`src/rtl/sgb_pkg.sv`:
```
// ----------------------------------------------------------------------------
// sgb_pkg
// Shared types, register codes and pixel arithmetic for the separable blur.
// ----------------------------------------------------------------------------
package sgb_pkg;

  typedef logic [23:0] pix_t;
  typedef logic [15:0] coef_t;

  localparam int NUM_COEF   = 5;
  localparam int CFG_IDX_W  = 3;
  localparam int CFG_DATA_W = 16;

  typedef enum logic [2:0] {
    REG_IMAGE_WIDTH  = 3'd0,
    REG_IMAGE_HEIGHT = 3'd1,
    REG_KERNEL_SIZE  = 3'd2,
    REG_COEF_TAP0    = 3'd3,
    REG_COEF_TAP1    = 3'd4,
    REG_COEF_TAP2    = 3'd5,
    REG_COEF_TAP3    = 3'd6,
    REG_COEF_TAP4    = 3'd7
  } cfg_reg_t;

  typedef enum logic {
    OP_PIXEL = 1'b0,
    OP_DRAIN = 1'b1
  } op_t;

  typedef struct packed {
    logic shift;
    logic clear;
    logic load;
  } cell_ctrl_t;

  // Each channel times a Q0.16 weight, truncated to its integer part.
  function automatic pix_t pix_terms(pix_t p, coef_t c);
    logic [23:0] prod;
    pix_t        res;
    res = '0;
    for (int ch = 0; ch < 3; ch++) begin
      prod = p[8*ch +: 8] * c;
      res[8*ch +: 8] = prod[23:16];
    end
    return res;
  endfunction

endpackage

```
`src/rtl/sgb_cell.sv`:
```
// ----------------------------------------------------------------------------
// sgb_cell
// One position of the horizontal window: holds a pixel, hands it to the next
// cell on a shift and registers the weighted terms of its incoming pixel.
// ----------------------------------------------------------------------------
module sgb_cell (
  input  logic                clk,
  input  logic                rst_n,
  input  sgb_pkg::cell_ctrl_t ctrl,
  input  sgb_pkg::pix_t       pix_in,
  input  sgb_pkg::coef_t      coef,
  output sgb_pkg::pix_t       pix_q,
  output sgb_pkg::pix_t       prod_q
);

  sgb_pkg::pix_t pix_r;
  sgb_pkg::pix_t prod_r;

  always_ff @(posedge clk) begin
    if (!rst_n || ctrl.clear) begin
      pix_r <= '0;
    end else if (ctrl.shift) begin
      pix_r <= pix_in;
    end
  end

  // The incoming pixel is what this cell holds once the shift is done.
  always_ff @(posedge clk) begin
    if (ctrl.load) begin
      prod_r <= sgb_pkg::pix_terms(pix_in, coef);
    end
  end

  assign pix_q  = pix_r;
  assign prod_q = prod_r;

endmodule

```
`config.mk`:
```
export PLATFORM = sky130hd
export DESIGN_NAME = sgb_cell
export DESIGN_NICKNAME = d
export VERILOG_FILES = /design/src/rtl/sgb_pkg.sv /design/src/rtl/sgb_cell.sv
export SDC_FILE = /design/constraint.sdc
export NUM_CORES = 1
export LEC_CHECK = 0
export BUFFER_PORTS_ARGS = -buffer_cell sky130_fd_sc_hd__buf_2
export CAP_MARGIN = 25
export CELL_PAD_IN_SITES_DETAIL_PLACEMENT = 0
export CELL_PAD_IN_SITES_GLOBAL_PLACEMENT = 1
export CORE_MARGIN = 5
export CORE_UTILIZATION = 33
export CTS_CLUSTER_SIZE = 24
export DETAILED_ROUTE_END_ITERATION = 12
export PLACE_DENSITY = 0.66
export SLEW_MARGIN = 0
export SYNTH_ARGS = -nofsm -noshare
export SYNTH_HDL_FRONTEND = slang
export SYNTH_SLANG_ARGS = --single-unit
export TNS_END_PERCENT = 5
```
`constraint.sdc`:
```
create_clock -name clk -period 12 [get_ports clk]
set_input_delay 1.8 -clock clk [delete_from_list [all_inputs] [get_ports clk]]
set_output_delay 1.8 -clock clk [all_outputs]
set_load 0.1 [all_outputs]
```
==> flow_metrics.py, run 1 <==
metrics = {
    "power": {
        "leakagePower_nw": 6.987,
        "power_density_mw_per_mm2": 155.2,
        "finalPower_mw": 2.129,
        "vdd_drop_max_mv": 0.1972,
    },
    "synth": {
        "ys_ff_latch": 48,
        "synth-xor-area-share_pct": 1.586,
        "seq_area_frac_synth_pct": 9.454,
        "synth_compound_area_share_pct": 4.737,
        "ys_top_cells_by_count": "319 x and2_1, 292 x inv_1, 249 x fa_1, 123 x ha_1, 70 x nand2_1",
        "yosysTopAreaCellShare_pct": 39.24,
        "syn_area_mm2": 0.01270,
        "syn_avg_cell_area_um2": 9.301,
        "yosys_warnings": 0,
        "synth.net_count": 1783,
        "synthFlopType": "edfxtp_1",
        "synthArstFlopShare_pct": 0,
        "synth.area.top_cells": "fa_1 39%, and2_1 16%, ha_1 12%, inv_1 8.6%, edfxtp_1 5.7%",
        "synth_top_family_by_area": "adder cells",
        "synth_edf_count": 24,
        "ys_types": 48,
        "syn_inst": 1366,
        "synth.mux.area_fraction_pct": 1.891,
        "synth_simple_gate_area_share_pct": 20.52,
        "synthAdderAreaFrac_pct": 51.35,
        "yosys.area.top_type": "fa_1",
        "yosysMostFrequentCell": "and2_1",
    },
    "cts": {
        "holdBufCountCts": 0,
        "cts.sinks": 48,
        "post_cts_resized": 0,
        "cts_tree": "yes",
        "cts_buffers": 5,
        "cts_setup_buffers": 0,
        "clock_path_buffers": 2,
        "clockRootBuffer": "clkbuf_16",
        "clk_pin_slew_worst_paths_ns": 0.08,
        "cts_htree_levels": 2,
        "clk_latency_ns": 0.30,
    },
    "global_routing": {
        "grt_max_degree": 25,
        "antenna_found_initial": 0,
        "grt_usage_pct": 14.38,
        "grt_pass1_wl_mm": 49.33,
        "gr-total-overflow": 0,
        "grt_pass1_vias": 9575,
    },
    "die": {
        "core_mm2": 0.03784,
        "dieArea_mm2": 0.04252,
        "pin_count": 93,
        "chipWidth_um": 206.2,
        "fp.dieH_um": 206.2,
        "start_util_pct": 33.57,
        "rows": 71,
    },
    "timing": {
        "finalCritPeriodShare_pct": 51.89,
        "finalCriticalPeriod_ns": 6.226,
        "fmax_mhz": 160.6,
        "grt_setup_unrepaired": "false",
        "setup_violations": 0,
        "worst_pin_slew_ns": 0.7435,
        "slew_headroom_pct": 50.43,
        "slew_violations": 0,
        "finClkSkew_ns": 0,
        "setup_tns_ns": 0,
        "finalHoldViolCount": 0,
    },
    "worst_setup_path": {
        "crit_slowest_cell": "fa_1",
        "path_common_cell": "fa_1",
        "arrival_ns": 6.37,
        "crit_family": "adder cells",
        "cp_num_buf_inv": 3,
        "critPathLaunchType": "input pin",
        "cp.required_ns": 12.15,
        "endpoint_kind": "register",
        "cp_max_fo": 24,
        "crit_start": "coef[4]",
        "cpPeakStageDelay_ns": 0.51,
        "r2r_setup_slack_ns": 11.37,
        "reg2reg_depth": 2,
        "rr_startpoint": "pix_q[17]",
        "path_cells": "buf_2 > and2_1 > fa_1 > fa_1 > fa_1 > inv_1 > fa_1 > inv_1 > ha_1 > a21oi_1 > o21ai_0 > a22oi_1 > o211ai_1 > a31oi_1 > nor2_1 > a211oi_1",
        "path_class": "input pin to register",
        "regToRegEndpoint": "pix_q[17]",
    },
    "final_layout": {
        "nets": 1821,
        "area_delta_synth_final_pct": 7.987,
        "num-fill-cells": 3954,
        "drive_above_1_share_pct": 7.407,
        "diodes": 0,
        "multi_input_area_mm2": 0.01017,
        "fin_area_mm2": 0.01372,
        "regArea_mm2": 0.001201,
        "final_cells": 1915,
    },
    "detailed_routing": {
        "first_iter_violations": 374,
        "dr_total_vias": 8812,
        "via_per_inst": 4.602,
        "dr.pass1.iters": 4,
        "drt_wl_total_mm": 28.59,
        "avgRoutedWirePerCell_um": 14.93,
        "drc": 0,
        "drtAntennaViolNets": 0,
    },
    "min_path": {
        "hold_class": "register to register",
        "hold_path_depth": 2,
        "min_to": "pix_q[4]",
        "hp-start": "pix_q[4]",
    },
    "placed_design": {
        "port_buffers": 92,
        "place_inst": 1907,
        "routabilityCongestion": 0.7569,
        "dp_hpwl_mm": 21.98,
        "dpl-instance-area_mm2": 0.01357,
    },
    "status": {
        "outcome": "finished, final reports clean",
    },
    "job": {
        "max_cap_viol_count": 0,
    },
}
[power by group]
part | internal (mW) | switching (mW) | leakage (nW)
Sequential | 0.254 | 0.0127 | 0.429
Clock | 0.0767 | 0.0692 | 0.0640
Combinational | 0.625 | 1.09 | 6.49
Total | 0.955 | 1.17 | 6.99
[layout by cell type (no fill, tap or decap), types with 5 or more instances in the layout]
cell type    n
inv_1      292
edfxtp_1    24
nor2_1      38
fa_1       249
mux2i_1     24
clkbuf_16    5
o21ai_0     17
nand3_1      9
nor3_1       8
xor2_1       9
xnor2_1     14
a21o_1      12
nand2_1     70
ha_1       123
and2_1     319
dfxtp_1     24
buf_2       92
a21oi_1     23
[logic make-up after synthesis]
family / Yosys count
mux: 24
flops: 48
simple gates: 461
buf+inv: 354
xor+xnor: 23
fa+ha+maj: 372
compound gates: 84
[worst max path at each step]
stage	cells after the start	slack (ns)	to
CTS	16	5.80	prod_q[21]
detailed placement	16	5.45	prod_q[21]
global placement	16	5.52	prod_q[21]
floorplan	16	5.89	prod_q[21]
global route	17	5.49	prod_q[15]
finish	16	5.77	prod_q[15]
[through the flow]
stage	hold WS, ns	utilization (%)	setup WS [ns]
floorplan	0.9752	-	5.890
global placement	0.4664	35.86	5.518
detailed placement	0.4769	35.86	5.446
CTS	0.4934	36.21	5.805
global route	0.5218	36.25	5.493
finish	0.4855	36.25	5.774
[tightest hold or removal path, stage by stage (launching register included)]
cell,delay (ns)
dfxtp_1,0.32
mux2i_1,0.06
nor2_1,0.07
[layout make-up]
class                      instances  area share [%]
multi-input combinational        964           74.16
sequential                        48           8.755
tap                              511           4.660
timing repair buffer              93           3.466
inverter                         292           7.989
clock buffer                       7          0.9667
[state kept, by name, indices dropped and copies added, names as in the netlist]
name    cells
pix_q      24
prod_q     24
[per-layer routing]
layer  GRT usage, %  share of wire [%]  vias up
li1               -                  -     4160
met1          20.62                 48     4501
met2          24.11                 47      135
met3          1.789                3.7       16
met4          1.735               0.66        0
met5              0                  0        -
Note: power is estimated with default switching activity, not from simulation.
==> inputs of run 2 (changes only) <==
--- a/config.mk
+++ b/config.mk
@@ -5,6 +5,7 @@
 export SDC_FILE = /design/constraint.sdc
 export NUM_CORES = 1
 export LEC_CHECK = 0
+export ABC_AREA = 1
 export BUFFER_PORTS_ARGS = -buffer_cell sky130_fd_sc_hd__buf_2
 export CAP_MARGIN = 25
 export CELL_PAD_IN_SITES_DETAIL_PLACEMENT = 0
@@ -13,7 +14,7 @@
 export CORE_UTILIZATION = 33
 export CTS_CLUSTER_SIZE = 24
 export DETAILED_ROUTE_END_ITERATION = 12
-export PLACE_DENSITY = 0.66
+export PLACE_DENSITY = 0.71
 export SLEW_MARGIN = 0
 export SYNTH_ARGS = -nofsm -noshare
 export SYNTH_HDL_FRONTEND = slang
==> constraint.sdc (replaced) <==
create_clock -name clk -period 5.2 [get_ports clk]
set_input_delay 0.78 -clock clk [delete_from_list [all_inputs] [get_ports clk]]
set_output_delay 0.78 -clock clk [all_outputs]
set_load 0.1 [all_outputs]
==> flow_metrics.py, run 2 <==
metrics = {
    "status": {
        "outcome": "finished, final reports clean",
    },
    "detailed_routing": {
        "first_iter_violations": 634,
        "dr.pass1.iters": 5,
        "via_per_inst": 4.463,
        "drc": 0,
        "drt_wl_total_mm": 38.73,
        "drtAntennaViolNets": 0,
        "avgRoutedWirePerCell_um": 14.06,
        "dr_total_vias": 12300,
    },
    "synth": {
        "syn_inst": 2127,
        "synth.net_count": 2544,
        "yosysTopAreaCellShare_pct": 34.24,
        "seq_area_frac_synth_pct": 8.252,
        "yosys_warnings": 0,
        "ys_ff_latch": 48,
        "syn_avg_cell_area_um2": 6.844,
        "synth_edf_count": 24,
        "syn_area_mm2": 0.01456,
        "yosys.area.top_type": "fa_1",
        "ys_types": 31,
        "ys_top_cells_by_count": "686 x inv_1, 641 x nand2_1, 249 x fa_1, 123 x ha_1, 83 x a21oi_1",
        "synthFlopType": "edfxtp_1",
        "synth.area.top_cells": "fa_1 34%, inv_1 18%, nand2_1 17%, ha_1 11%, edfxtp_1 5.0%",
        "synthArstFlopShare_pct": 0,
        "yosysMostFrequentCell": "inv_1",
    },
    "timing": {
        "setup_violations": 0,
        "worst_pin_slew_ns": 0.8109,
        "finalCritPeriodShare_pct": 89.82,
        "finalCriticalPeriod_ns": 4.671,
        "slew_violations": 0,
        "finalHoldViolCount": 0,
        "setup_tns_ns": 0,
        "slew_headroom_pct": 45.94,
        "finClkSkew_ns": 0,
        "fmax_mhz": 214.1,
        "grt_setup_unrepaired": "false",
    },
    "final_layout": {
        "num-fill-cells": 4855,
        "drive_above_1_share_pct": 6.195,
        "diodes": 0,
        "nets": 2579,
        "multi_input_area_mm2": 0.01043,
        "layout_common_cells": "686 x inv_1, 641 x nand2_1, 249 x fa_1, 123 x ha_1, 92 x buf_2",
        "final_cells": 2755,
        "regArea_mm2": 0.001201,
        "fin_area_mm2": 0.01578,
        "mostFrequentLayoutCell": "inv_1",
        "area_delta_synth_final_pct": 8.415,
    },
    "placed_design": {
        "port_buffers": 92,
        "routabilityCongestion": 0.8934,
        "dp_hpwl_mm": 31.60,
        "dpl-instance-area_mm2": 0.01558,
        "place_inst": 2746,
    },
    "min_path": {
        "hold_class": "register to register",
    },
    "worst_setup_path": {
        "cpPeakStageDelay_ns": 0.50,
        "cp_num_buf_inv": 5,
        "critPathLaunchType": "input pin",
        "crit_family": "adder cells",
        "cp.required_ns": 5.31,
        "endpoint_kind": "register",
        "path_class": "input pin to register",
        "crit_slowest_cell": "fa_1",
        "arrival_ns": 4.78,
        "path_cells": "buf_2 > buf_4 > nand2_1 > inv_1 > fa_1 > fa_1 > fa_1 > inv_1 > fa_1 > inv_1 > ha_1 > a21oi_1 > a21boi_0 > o21ai_0 > nand2_1 > nand3_1 > nand2_1 > nand2_1",
        "cp_max_fo": 18,
    },
    "power": {
        "pwr-share-comb_pct": 83.9,
        "swShare_pct": 60.56,
        "power_density_mw_per_mm2": 400.0,
        "leakagePower_nw": 10.46,
        "vdd_drop_max_mv": 0.2718,
        "clkPwrFrac_pct": 6.5,
        "p_int_mw": 2.490,
        "p_switching_mw": 3.823,
        "seqPwrFrac_pct": 9.6,
    },
    "cts": {
        "cts.sinks": 48,
        "post_cts_resized": 0,
        "cts_buffers": 5,
        "clk_latency_ns": 0.34,
        "cts_htree_levels": 2,
        "cts_tree": "yes",
        "clock_path_buffers": 2,
        "cts_setup_buffers": 0,
        "holdBufCountCts": 0,
        "clockRootBuffer": "clkbuf_16",
        "clk_pin_slew_worst_paths_ns": 0.08,
    },
    "die": {
        "start_util_pct": 33.13,
        "pin_count": 93,
        "chipWidth_um": 220.0,
        "core_mm2": 0.04393,
        "fp.dieH_um": 220.0,
        "rows": 77,
        "dieArea_mm2": 0.04841,
    },
    "global_routing": {
        "antenna_found_initial": 1,
        "grt_pass1_wl_mm": 65.06,
        "gr-total-overflow": 0,
        "grt_usage_pct": 16.74,
        "grt_pass1_vias": 12990,
        "grt_max_degree": 26,
    },
    "job": {
        "max_cap_viol_count": 0,
    },
}
## run 2: cell types whose count changed in the layout (fill, tap and decap cells not counted), sizes merged, moves of 24 or more
cell	before	now
nand2	70	647
nand3	9	35
a21oi	23	83
inv	292	686
mux2i	24	0
and2	319	2
nor2	38	70
## run 2: power groups by stage
stage | logic [mW] | clock network (mW) | registers [mW]
finish | 5.30 | 0.412 | 0.605
global route | 6.11 | 0.447 | 0.616
CTS | 5.37 | 0.438 | 0.611
detailed placement | 5.32 | 0 | 0.617
global placement | 5.32 | 0 | 0.618
floorplan | 3.48 | 0 | 1.27
## run 2: tightest hold or removal path, stage by stage (launching register included)
cell,delay [ns]
dfxtp_1,0.31
nand2_1,0.06
a21oi_1,0.05
## run 2: kinds of logic (layout without fill, tap and decap cells)
kind of cell,Yosys count,count (layout),share of synthesized area [%]
AO/OA/AOI/OAI,134,134,4.942
XOR/XNOR,5,5,0.3009
flip-flops,48,48,8.252
adder cells (fa/ha/maj),372,372,44.82
buffers and inverters,773,809,20.09
AND/OR/NAND/NOR,795,795,21.60
## run 2: worst paths after layout
| kind | startpoint | end | slack, ns | depth (start not counted) |
|---|---|---|---|---|
| hold reg to reg | pix_q[7] | pix_q[7] | 0.46 | 2 |
| hold / removal | pix_q[7] | pix_q[7] | 0.46 | 2 |
| setup / recovery | coef[7] | prod_q[6] | 0.53 | 18 |
| setup reg to reg | pix_q[21] | pix_q[21] | 4.57 | 2 |
## run 2: final cells by class
cell class,count,share of cell area (%)
inverters,686,16.32
multi-input cells,1306,66.10
repair buffers,115,4.186
clock inverters,1,0.05550
well taps,592,4.694
clock buffers,7,1.039
flip-flops and latches,48,7.611
## run 2: metal layers
metal | track usage, % | vias up | share of wire [%]
met5 | 0 | - | 0.018
met4 | 4.077 | 2 | 1.7
met3 | 2.239 | 34 | 3.9
met2 | 29.33 | 217 | 49
met1 | 21.93 | 5966 | 46
li1 | - | 6076 | -
## run 2: stage by stage
| stage | total power, mW | hold slack (ns) | util (%) | setup WS (ns) |
|---|---|---|---|---|
| 6_report | 6.313 | 0.4610 | 35.92 | 0.5293 |
| 5_1_grt | 7.171 | 0.4850 | 35.92 | 0.3213 |
| 4_1_cts | 6.419 | 0.4662 | 35.86 | 0.5616 |
| 3_5_place_dp | 5.940 | 0.4533 | 35.47 | 0.1783 |
| 3_3_place_gp | 5.941 | 0.4467 | 35.43 | 0.2046 |
| 2_1_floorplan | 4.751 | 0.8925 | - | 0.4531 |
==> inputs of run 3 (changes only) <==
--- a/config.mk
+++ b/config.mk
@@ -10,6 +10,7 @@
 export CAP_MARGIN = 25
 export CELL_PAD_IN_SITES_DETAIL_PLACEMENT = 0
 export CELL_PAD_IN_SITES_GLOBAL_PLACEMENT = 1
+export CORE_ASPECT_RATIO = 0.9
 export CORE_MARGIN = 5
 export CORE_UTILIZATION = 33
 export CTS_CLUSTER_SIZE = 24
==> flow_metrics.py, run 3 (synthesis results as in run 2) <==
metrics = {
    "timing": {
        "fmax_mhz": 216.9,
        "finalHoldViolCount": 0,
        "finalCritPeriodShare_pct": 88.68,
        "setup_ws_ns": 0.5885,
        "grt_setup_unrepaired": "false",
        "setup_tns_ns": 0,
        "finalCriticalPeriod_ns": 4.611,
        "slew_headroom_pct": 34.19,
        "setup_violations": 0,
        "worst_pin_slew_ns": 0.9860,
        "slew_violations": 0,
        "finClkSkew_ns": 0,
    },
    "cts": {
        "clockRootBuffer": "clkbuf_16",
        "holdBufCountCts": 0,
        "clock_path_buffers": 2,
        "cts_htree_levels": 2,
        "clk_latency_ns": 0.33,
        "cts_buffers": 5,
        "clk_pin_slew_worst_paths_ns": 0.08,
        "post_cts_resized": 0,
        "cts.sinks": 48,
        "cts_tree": "yes",
        "cts_setup_buffers": 0,
    },
    "job": {
        "max_cap_viol_count": 0,
    },
    "final_layout": {
        "diodes": 0,
        "mostFrequentLayoutCell": "inv_1",
        "area_delta_synth_final_pct": 8.122,
        "drive_above_1_share_pct": 5.934,
        "nets": 2573,
        "num-fill-cells": 4715,
        "final_cells": 2757,
        "layout_common_cells": "686 x inv_1, 641 x nand2_1, 249 x fa_1, 123 x ha_1, 92 x buf_2",
    },
    "placed_design": {
        "post-place-ws_ns": 0.2469,
        "routabilityCongestion": 0.8750,
        "dp_hpwl_mm": 31.01,
        "place_inst": 2748,
        "port_buffers": 92,
    },
    "power": {
        "p_int_mw": 2.448,
        "swShare_pct": 60.86,
        "seqPwrFrac_pct": 9.6,
        "vdd_drop_max_mv": 0.3660,
        "finalPower_mw": 6.254,
        "power_density_mw_per_mm2": 397.4,
        "clkPwrFrac_pct": 6.1,
        "leakagePower_nw": 10.42,
        "p_switching_mw": 3.806,
        "pwr-share-comb_pct": 84.4,
    },
    "die": {
        "start_util_pct": 33.13,
        "rows": 73,
        "chipWidth_um": 231.4,
        "fp.dieH_um": 209.2,
        "pin_count": 93,
        "core_mm2": 0.04393,
        "dieArea_mm2": 0.04842,
    },
    "worst_setup_path": {
        "cp_max_fo": 17,
        "path_cells": "buf_2 > nand2_1 > fa_1 > fa_1 > inv_1 > fa_1 > inv_1 > fa_1 > inv_1 > ha_1 > a21oi_1 > o21ai_0 > a21oi_1 > nand3_1 > nand2_1 > nand2_1",
        "cpPeakStageDelay_ns": 0.54,
        "crit_slowest_cell": "fa_1",
        "cp.required_ns": 5.30,
        "cp.depth": 16,
        "crit_start": "pix_in[19]",
        "critPathLaunchType": "input pin",
        "endpoint_kind": "register",
        "r2r_setup_slack_ns": 4.43,
        "rr_startpoint": "pix_q[21]",
        "path_class": "input pin to register",
        "cp_num_buf_inv": 4,
        "crit_end": "prod_q[22]",
        "arrival_ns": 4.71,
        "crit_family": "adder cells",
        "regToRegEndpoint": "pix_q[21]",
        "path_common_cell": "fa_1",
        "reg2reg_depth": 2,
    },
    "detailed_routing": {
        "first_iter_violations": 597,
        "drc": 0,
        "dr.pass1.iters": 5,
        "drtAntennaViolNets": 0,
        "via_per_inst": 4.407,
        "drt_wl_total_mm": 38.38,
        "dr_total_vias": 12150,
        "avgRoutedWirePerCell_um": 13.92,
    },
    "min_path": {
        "hold_class": "register to register",
    },
    "status": {
        "outcome": "finished, final reports clean",
    },
    "global_routing": {
        "grt_pass1_wl_mm": 65.95,
        "gr-total-overflow": 0,
        "grt_pass1_vias": 13000,
        "antenna_found_initial": 0,
        "grt_usage_pct": 16.64,
        "grt_max_degree": 26,
    },
}
## run 3: cell count changes in the layout (fill, tap and decap cells not counted)
| cell | before | now |
|---|---|---|
| clkbuf_8 | 1 | 0 |
| inv_4 | 0 | 1 |
| clkbuf_16 | 6 | 5 |
| buf_8 | 1 | 0 |
| buf_4 | 21 | 14 |
| clkinvlp_4 | 0 | 1 |
| buf_12 | 0 | 2 |
## run 3: worst min path at each step
| stage | startpoint | end | slack [ns] | depth (start not counted) |
|---|---|---|---|---|
| after CTS | pix_q[3] | pix_q[3] | 0.46 | 2 |
| after detailed placement | pix_q[3] | pix_q[3] | 0.45 | 2 |
| after floorplan | ctrl[0] | prod_q[0] | 0.89 | 0 |
| final | pix_q[2] | pix_q[2] | 0.46 | 2 |
| after global placement | pix_q[0] | pix_q[0] | 0.45 | 2 |
| after global routing | pix_q[17] | pix_q[17] | 0.48 | 2 |
## run 3: stage by stage
stage / instance area (um2) / utilization [%] / hold WS (ns)
2_1_floorplan: 14560 / - / 0.8925
3_3_place_gp: 15560 / 35.43 / 0.4467
3_5_place_dp: 15560 / 35.43 / 0.4498
4_1_cts: 15710 / 35.76 / 0.4624
5_1_grt: 15740 / 35.82 / 0.4803
6_report: 15740 / 35.82 / 0.4630
## run 3: power by group through the flow
| stage | Clock (mW) | Sequential (mW) | Combinational, mW |
|---|---|---|---|
| floorplan | 0 | 1.27 | 3.48 |
| global placement | 0 | 0.608 | 5.32 |
| detailed placement | 0 | 0.606 | 5.31 |
| CTS | 0.395 | 0.601 | 5.36 |
| global route | 0.404 | 0.606 | 6.14 |
| finish | 0.379 | 0.597 | 5.28 |
## run 3: area by class of cell
class                   instances  area, um2  share of cell area [%]
well taps                     600      750.7                   4.770
flip-flops and latches         48       1201                   7.632
multi-input cells            1306      10430                   66.28
clock buffers                   5      125.1                  0.7950
inverters                     686       2575                   16.36
repair buffers                109      633.1                   4.023
clock inverters                 3      22.52                  0.1431
## run 3: tightest hold or removal path: stages, from the launching register on
cell and delay, ns:
dfxtp_1 0.31, nand2_1 0.06, a21oi_1 0.05
## run 3: metal layers
layer  wire (um)  track usage (%)  up-vias
met5           0                0        -
met4         642            3.791        0
met3        1958            2.255       35
met2       17800            27.99      231
met1       17980            22.91     5816
li1            -                -     6069
